==> src/hdl/lmss_pkg.sv <==
package lmss_pkg;

  // Sizes of the stack table and the node pool.
  localparam int NUM_STACKS = 1024;
  localparam int POOL_NODES = 4096;

  localparam int STK_AW  = $clog2(NUM_STACKS);
  localparam int NODE_AW = $clog2(POOL_NODES);
  localparam int CNT_W   = $clog2(POOL_NODES + 1);

  // Fixed field widths of the command and result ports.
  localparam int OP_W  = 2;
  localparam int IDX_W = 10;
  localparam int VAL_W = 32;
  localparam int ST_W  = 2;

  // Operation codes.
  localparam logic [OP_W-1:0] OP_PUSH = 2'd0;
  localparam logic [OP_W-1:0] OP_POP  = 2'd1;
  localparam logic [OP_W-1:0] OP_MOVE = 2'd2;

  // Status codes.
  localparam logic [ST_W-1:0] ST_OK    = 2'd0;
  localparam logic [ST_W-1:0] ST_EMPTY = 2'd1;
  localparam logic [ST_W-1:0] ST_FULL  = 2'd2;

  // One entry of the stack table.
  typedef struct packed {
    logic [NODE_AW-1:0] bottom;
    logic [NODE_AW-1:0] top;
    logic [CNT_W-1:0]   count;
  } stk_ent_t;

  // One node of the pool.
  typedef struct packed {
    logic [NODE_AW-1:0] below;
    logic [VAL_W-1:0]   data;
  } node_ent_t;

  // Access requests from the controller to the two memories.
  typedef struct packed {
    logic              we;
    logic [STK_AW-1:0] addr;
    stk_ent_t          wdata;
  } stk_req_t;

  typedef struct packed {
    logic               we;
    logic [NODE_AW-1:0] addr;
    node_ent_t          wdata;
  } node_req_t;

endpackage

==> src/hdl/lmss_ctrl.sv <==
module lmss_ctrl (
  input  logic                          clk_i,
  input  logic                          rst_ni,
  input  logic                          start,
  output logic                          busy,
  input  logic [lmss_pkg::OP_W-1:0]     operation_i,
  input  logic [lmss_pkg::IDX_W-1:0]    stack_a_i,
  input  logic [lmss_pkg::IDX_W-1:0]    stack_b_i,
  input  logic signed [lmss_pkg::VAL_W-1:0] push_value_i,
  output lmss_pkg::stk_req_t            stk_req_o,
  input  lmss_pkg::stk_ent_t            stk_rdata_i,
  output lmss_pkg::node_req_t           node_req_o,
  input  lmss_pkg::node_ent_t           node_rdata_i,
  output logic                          done_o,
  output logic signed [lmss_pkg::VAL_W-1:0] pop_value_o,
  output logic [lmss_pkg::ST_W-1:0]     status_o
);

  typedef enum logic [3:0] {
    S_CLEAR,
    S_IDLE,
    S_PUSH,
    S_POP_STK,
    S_POP_NODE,
    S_MV_B,
    S_MV_A,
    S_MV_NODE,
    S_MV_CLR
  } state_e;

  state_e                         state_q, state_d;
  logic [lmss_pkg::STK_AW-1:0]    clr_q, clr_d;
  logic [lmss_pkg::CNT_W-1:0]     used_q, used_d;
  logic [lmss_pkg::STK_AW-1:0]    a_q, a_d, b_q, b_d;
  logic [lmss_pkg::VAL_W-1:0]     v_q, v_d;
  lmss_pkg::stk_ent_t             ent_q, ent_d, ent_b_q, ent_b_d;
  logic                           done_q, done_d;
  logic [lmss_pkg::VAL_W-1:0]     pop_q, pop_d;
  logic [lmss_pkg::ST_W-1:0]      st_q, st_d;
  logic                           a_ok, b_ok;
  logic [lmss_pkg::CNT_W-1:0]     cnt_dec;

  assign a_ok    = int'(stack_a_i) < lmss_pkg::NUM_STACKS;
  assign b_ok    = int'(stack_b_i) < lmss_pkg::NUM_STACKS;
  assign cnt_dec = ent_q.count - lmss_pkg::CNT_W'(1);

  always_comb begin
    state_d    = state_q;
    clr_d      = clr_q;
    used_d     = used_q;
    a_d        = a_q;
    b_d        = b_q;
    v_d        = v_q;
    ent_d      = ent_q;
    ent_b_d    = ent_b_q;
    done_d     = 1'b0;
    pop_d      = '0;
    st_d       = lmss_pkg::ST_OK;
    stk_req_o  = '0;
    node_req_o = '0;
    stk_req_o.addr = a_q;

    case (state_q)
      S_CLEAR: begin
        stk_req_o.we   = 1'b1;
        stk_req_o.addr = clr_q;
        clr_d          = clr_q + lmss_pkg::STK_AW'(1);
        if (clr_q == lmss_pkg::STK_AW'(lmss_pkg::NUM_STACKS - 1)) begin
          state_d = S_IDLE;
        end
      end
      S_IDLE: begin
        if (start) begin
          a_d = lmss_pkg::STK_AW'(stack_a_i);
          b_d = lmss_pkg::STK_AW'(stack_b_i);
          v_d = push_value_i;
          stk_req_o.addr = lmss_pkg::STK_AW'(stack_a_i);
          if (operation_i == lmss_pkg::OP_PUSH && a_ok) begin
            state_d = S_PUSH;
          end else if (operation_i == lmss_pkg::OP_POP && a_ok) begin
            state_d = S_POP_STK;
          end else if (operation_i == lmss_pkg::OP_MOVE && a_ok && b_ok &&
                       stack_a_i != stack_b_i) begin
            stk_req_o.addr = lmss_pkg::STK_AW'(stack_b_i);
            state_d        = S_MV_B;
          end else begin
            done_d = 1'b1;
            st_d   = (operation_i == lmss_pkg::OP_POP) ? lmss_pkg::ST_EMPTY
                                                       : lmss_pkg::ST_OK;
          end
        end
      end
      S_PUSH: begin
        done_d  = 1'b1;
        state_d = S_IDLE;
        if (used_q == lmss_pkg::CNT_W'(lmss_pkg::POOL_NODES)) begin
          st_d = lmss_pkg::ST_FULL;
        end else begin
          node_req_o.we         = 1'b1;
          node_req_o.addr       = lmss_pkg::NODE_AW'(used_q);
          node_req_o.wdata.data = v_q;
          node_req_o.wdata.below = (stk_rdata_i.count == '0) ? '0 : stk_rdata_i.top;
          stk_req_o.we           = 1'b1;
          stk_req_o.wdata.bottom = (stk_rdata_i.count == '0) ? lmss_pkg::NODE_AW'(used_q)
                                                             : stk_rdata_i.bottom;
          stk_req_o.wdata.top    = lmss_pkg::NODE_AW'(used_q);
          stk_req_o.wdata.count  = stk_rdata_i.count + lmss_pkg::CNT_W'(1);
          used_d                 = used_q + lmss_pkg::CNT_W'(1);
        end
      end
      S_POP_STK: begin
        ent_d           = stk_rdata_i;
        node_req_o.addr = stk_rdata_i.top;
        if (stk_rdata_i.count == '0) begin
          done_d  = 1'b1;
          st_d    = lmss_pkg::ST_EMPTY;
          state_d = S_IDLE;
        end else begin
          state_d = S_POP_NODE;
        end
      end
      S_POP_NODE: begin
        done_d                 = 1'b1;
        pop_d                  = node_rdata_i.data;
        stk_req_o.we           = 1'b1;
        stk_req_o.wdata.bottom = ent_q.bottom;
        stk_req_o.wdata.top    = (cnt_dec != '0) ? node_rdata_i.below : ent_q.top;
        stk_req_o.wdata.count  = cnt_dec;
        state_d                = S_IDLE;
      end
      S_MV_B: begin
        ent_b_d = stk_rdata_i;
        if (stk_rdata_i.count == '0) begin
          done_d  = 1'b1;
          state_d = S_IDLE;
        end else begin
          state_d = S_MV_A;
        end
      end
      S_MV_A: begin
        ent_d           = stk_rdata_i;
        node_req_o.addr = ent_b_q.bottom;
        if (stk_rdata_i.count == '0) begin
          // Target is empty: it simply takes over the source's chain.
          stk_req_o.we    = 1'b1;
          stk_req_o.wdata = ent_b_q;
          state_d         = S_MV_CLR;
        end else begin
          state_d = S_MV_NODE;
        end
      end
      S_MV_NODE: begin
        node_req_o.we          = 1'b1;
        node_req_o.addr        = ent_b_q.bottom;
        node_req_o.wdata.below = ent_q.top;
        node_req_o.wdata.data  = node_rdata_i.data;
        stk_req_o.we           = 1'b1;
        stk_req_o.wdata.bottom = ent_q.bottom;
        stk_req_o.wdata.top    = ent_b_q.top;
        stk_req_o.wdata.count  = ent_q.count + ent_b_q.count;
        state_d                = S_MV_CLR;
      end
      S_MV_CLR: begin
        stk_req_o.we           = 1'b1;
        stk_req_o.addr         = b_q;
        stk_req_o.wdata        = ent_b_q;
        stk_req_o.wdata.count  = '0;
        done_d                 = 1'b1;
        state_d                = S_IDLE;
      end
      default: begin
        state_d = S_IDLE;
      end
    endcase
  end

  always_ff @(posedge clk_i or negedge rst_ni) begin
    if (!rst_ni) begin
      state_q <= S_CLEAR;
      clr_q   <= '0;
      used_q  <= '0;
      done_q  <= 1'b0;
      a_q     <= '0;
      b_q     <= '0;
      v_q     <= '0;
      ent_q   <= '0;
      ent_b_q <= '0;
      pop_q   <= '0;
      st_q    <= lmss_pkg::ST_OK;
    end else begin
      state_q <= state_d;
      clr_q   <= clr_d;
      used_q  <= used_d;
      done_q  <= done_d;
      a_q     <= a_d;
      b_q     <= b_d;
      v_q     <= v_d;
      ent_q   <= ent_d;
      ent_b_q <= ent_b_d;
      pop_q   <= pop_d;
      st_q    <= st_d;
    end
  end

  assign busy        = (state_q != S_IDLE);
  assign done_o      = done_q;
  assign pop_value_o = pop_q;
  assign status_o    = st_q;

endmodule

==> config.mk <==
export PLATFORM = sky130hd
export DESIGN_NAME = lmss_ctrl
export DESIGN_NICKNAME = d
export VERILOG_FILES = /design/src/hdl/lmss_pkg.sv /design/src/hdl/lmss_ctrl.sv
export SDC_FILE = /design/constraint.sdc
export NUM_CORES = 1
export LEC_CHECK = 0
export BUFFER_PORTS_ARGS = -buffer_cell sky130_fd_sc_hd__buf_2
export CAP_MARGIN = 20
export CORE_MARGIN = 10
export CORE_UTILIZATION = 50
export DETAILED_ROUTE_END_ITERATION = 16
export GPL_TIMING_DRIVEN = 0
export PLACE_DENSITY = 0.87
export SLEW_MARGIN = 15
export SYNTH_ARGS = -nofsm -noshare
export SYNTH_HDL_FRONTEND = slang
export SYNTH_SLANG_ARGS = --single-unit
==> constraint.sdc <==
create_clock -name clk_i -period 4.6 [get_ports clk_i]
set_input_delay 0.92 -clock clk_i [delete_from_list [all_inputs] [get_ports clk_i]]
set_output_delay 0.92 -clock clk_i [all_outputs]
set_load 0.005 [all_outputs]
==> summary.txt <==
Status
  – Status: finished, final reports clean

Drt
  – Drt wl/cell: roughly 22 um
  – Routed wire length: between 30 and 40 mm
  – Met2 WL post-DR: ~16 mm
  – Post-route DRC: 0
  – DR vias/cell: between 6 and 7
  – DRT Pass-1 Iters: 8
  – M1 WL: approximately 13 mm
  – Antenna-violating nets left: 0
  – Met3 wire len: between 3 and 4 mm
  – Initial detailed-routing violation count: 1,125
  – Via count: 9,219
  – Top layer in use: met5

Placed design
  – GPL Wtd Cong: ~0.95
  – I/O Buffers: 276
  – Placed instance area: 12,000 um^2
  – Hpwl dp: about 25 mm
  – Placed insts: 1,479
  – Setup WS pre-CTS: approximately 370 ps

Cells and area
  – Area Overhead vs Synth: 23.7%
  – Diodes inserted: 0
  – Final net count: 1,386
  – Fin cells: approximately 1,500
  – Layout cells sized above 1: a little under two fifths
  – Post-route cell area: around 13,000 um^2

Floorplan
  – Die Span Y: ~160 um
  – Ports: about 280
  – Horiz. Die Dim: 163 um
  – Core ar.: a little over 20,000 um^2
  – Initial Utilization: 50.6%
  – Row count: 52
  – Die area: 26,500 um^2

Setup path
  – Crit path largest cell delay: a little over 600 ps
  – WP data arrival: 3460 ps
  – R2r worst-path depth: 10
  – Crit-path cells: clkbuf_1, inv_1, ha_1, nor4b_1, nand3_1, and2_1, clkbuf_1, clkbuf_1, a22o_1, buf_2
  – Setup crit start kind: register
  – Crit Path Class: reg2out
  – CP max-delay cell: clkbuf_1
  – Worst R2R Setup Slack: 1760 ps
  – Crit path capture type: output pin
  – Reg2reg end: used_q[1]
  – CP dominant cell by count: clkbuf_1
  – CP required: ~3700 ps
  – CP Max Fanout: 10
  – FF-to-FF Start: used_q[0]

Timing
  – Worst Skew: between 10 and 15 ps
  – Setup violators final: 0
  – Setup WS post-layout: 219 ps
  – Fmax: 228 MHz
  – RSZ-0062 raised after global routing: no
  – Min Clock Period, post-route: about 4400 ps
  – Slew margin rel.: approximately two fifths
  – Fin Setup TNS: 0 ps
  – Tcrit/Tclk final: between 90 and 100%
  – Final hold violation count: 0
  – Max-slew violation count: 0
  – Actual slew at the worst max-slew pin: 914 ps

Hold path
  – Hold WC Path Type: in2async

Pwr
  – PwrDens: about 600 nW/um^2
  – Leakage power: ~0.0061 uW
  – Total power: around 7500 uW
  – Peak VDD IR: between 0.0003 and 0.0004 V

Synth
  – Synthesized instance count: 931
  – Mean Syn Cell Area: 11.0 um^2
  – Most frequent cell after synthesis: dfrtp_1
  – Synth cell count leaders: dfrtp_1, mux2_2, nand2_1
  – Synth top area cells: dfrtp_1, mux2_2, a22o_1
  – Synth unique cells: 64
  – Yosys reg bits: around 190
  – Seq/Total Area, Yosys: between 40 and 50%
  – Biggest area consumer among synthesized cells: dfrtp_1
  – Post-Syn Area: 10,200 um^2
  – Number of synthesized flops with an enable pin: 0
  – Main synth FF type: dfrtp_1
  – Asr flop ratio synth: 100%
  – Synthesis Warnings: 0
  – Area share of the largest cell type after synthesis: a little under half
  – Syn nets: approximately 1,100

GRT
  – Vias in the first global route: a little over 9,000
  – Remaining Overflow, GRT: 0
  – Gr usage total: 24.5%
  – Largest net degree at the start of global routing: 97
  – First-pass GRT wire length: between 50 and 60 mm
  – Initial antenna violation count: 1

Clock tree
  – Worst-path clk slew: 80 ps
  – Clock Root Buffer: clkbuf_16
  – Buffers from clock root to sink, at most: 2
  – Htree depth: 4
  – CTS tree: built
  – Clock sinks: around 190
  – Total CTS buffers: 17
  – Clk_lat worst skew: approximately 440 ps

Job
  – MaxCap Viol Count: 0
==> worst max path at each step <==
stage,start,endpoint,slack (ps),depth (start not counted)
2_1_floorplan,stk_rdata_i[0],stk_req_o[26],1170,10
3_3_place_gp,rst_ni,pop_value_o[14],-420,1
3_5_place_dp,stk_rdata_i[4],stk_req_o[27],370,10
4_1_cts,used_q[0],stk_req_o[9],200,11
5_1_grt,state_q[1],node_req_o[4],120,7
6_report,used_q[0],node_req_o[28],220,10
==> report_power, final <==
part           leakage (uW)  internal (uW)  switching [uW]
logic               0.00348           1500            1570
registers           0.00233           2300             523
clock network      0.000308            801             761
total               0.00612           4600            2860
==> layout make-up <==
class | instances | area, um^2
multi-input cells | 657 | 5150
inverters | 25 | 93.8
repair buffers | 278 | 1430
flip-flops and latches | 188 | 4700
well taps | 270 | 338
fillers | 1558 | 7540
clock buffers | 17 | 425
plain buffers | 61 | 265
clock inverters | 15 | 215
==> logic make-up after synthesis <==
family,share of synthesized area (%)
DFF,46.1
and+or+nand+nor,11.6
muxes,16.1
buffers and inverters,3.50
adders and majority gates,2.52
xor gates and xnor gates,5.49
AOI/OAI and AO/OA,14.7
==> routing by layer <==
metal / vias to the layer above / track usage [%]
met3: 89 / 6.04
met4: 2 / 8.98
met2: 552 / 40.0
met1: 4537 / 30.8
li1: 4039 / -
met5: - / 0
==> state kept, by name, summed over array words and instances (netlist names), 4 cells and up <==
name / count
b_q: 10
v_q: 32
pop_value_o: 32
used_q: 13
a_q: 10
ent_q: 37
ent_b_q: 37
state_q: 4
clr_q: 10
==> per-stage QoR <==
| step | utilization, % | hold slack [ps] |
|---|---|---|
| CTS | 62.6 | 490 |
| detailed placement | 59.4 | 476 |
| finish | 62.6 | 485 |
| global placement | 59.1 | 451 |
| global route | 62.6 | 503 |
| floorplan | - | 434 |
==> worst max-delay path, delay by kind of cell, from the launching register on <==
family	cells	cell delay (ps)
AO/OA/AOI/OAI	1	240
adder cells (fa/ha/maj)	1	230
buffers and inverters	5	1730
flip-flops	1	360
AND/OR/NAND/NOR	3	470
==> what timing repair did <==
action | 4_1_cts | 5_1_grt
resized for setup | 0 | 2
endpoints found under the hold margin | 0 | 0
hold buffers | 0 | 0
setup buffers | 0 | 0
setup endpoints to repair | 0 | 3
==> layout by cell type (no fill, tap or decap), types with 5 or more instances in the layout <==
cell and n:
buf_2 288, dfrtp_1 188, mux2_2 125, nand2_1 60, a22o_1 45, xnor2_1 42, clkbuf_1 38, and2_1 36
o21ai_0 35, nor2_1 34, a21oi_1 30, inv_1 25, mux2i_1 24, xor2_1 22, a222oi_1 21, ha_1 19
clkbuf_16 17, nand3_1 16, a221o_1 15, a22oi_1 14, nand4_1 14, nor3_1 11, o21ai_1 10, and3_1 9
buf_1 6, or3_1 6, clkinv_8 6, a221oi_1 5, nor4_1 5, o22ai_1 5
No activity file was read; power rests on OpenSTA's default activity.
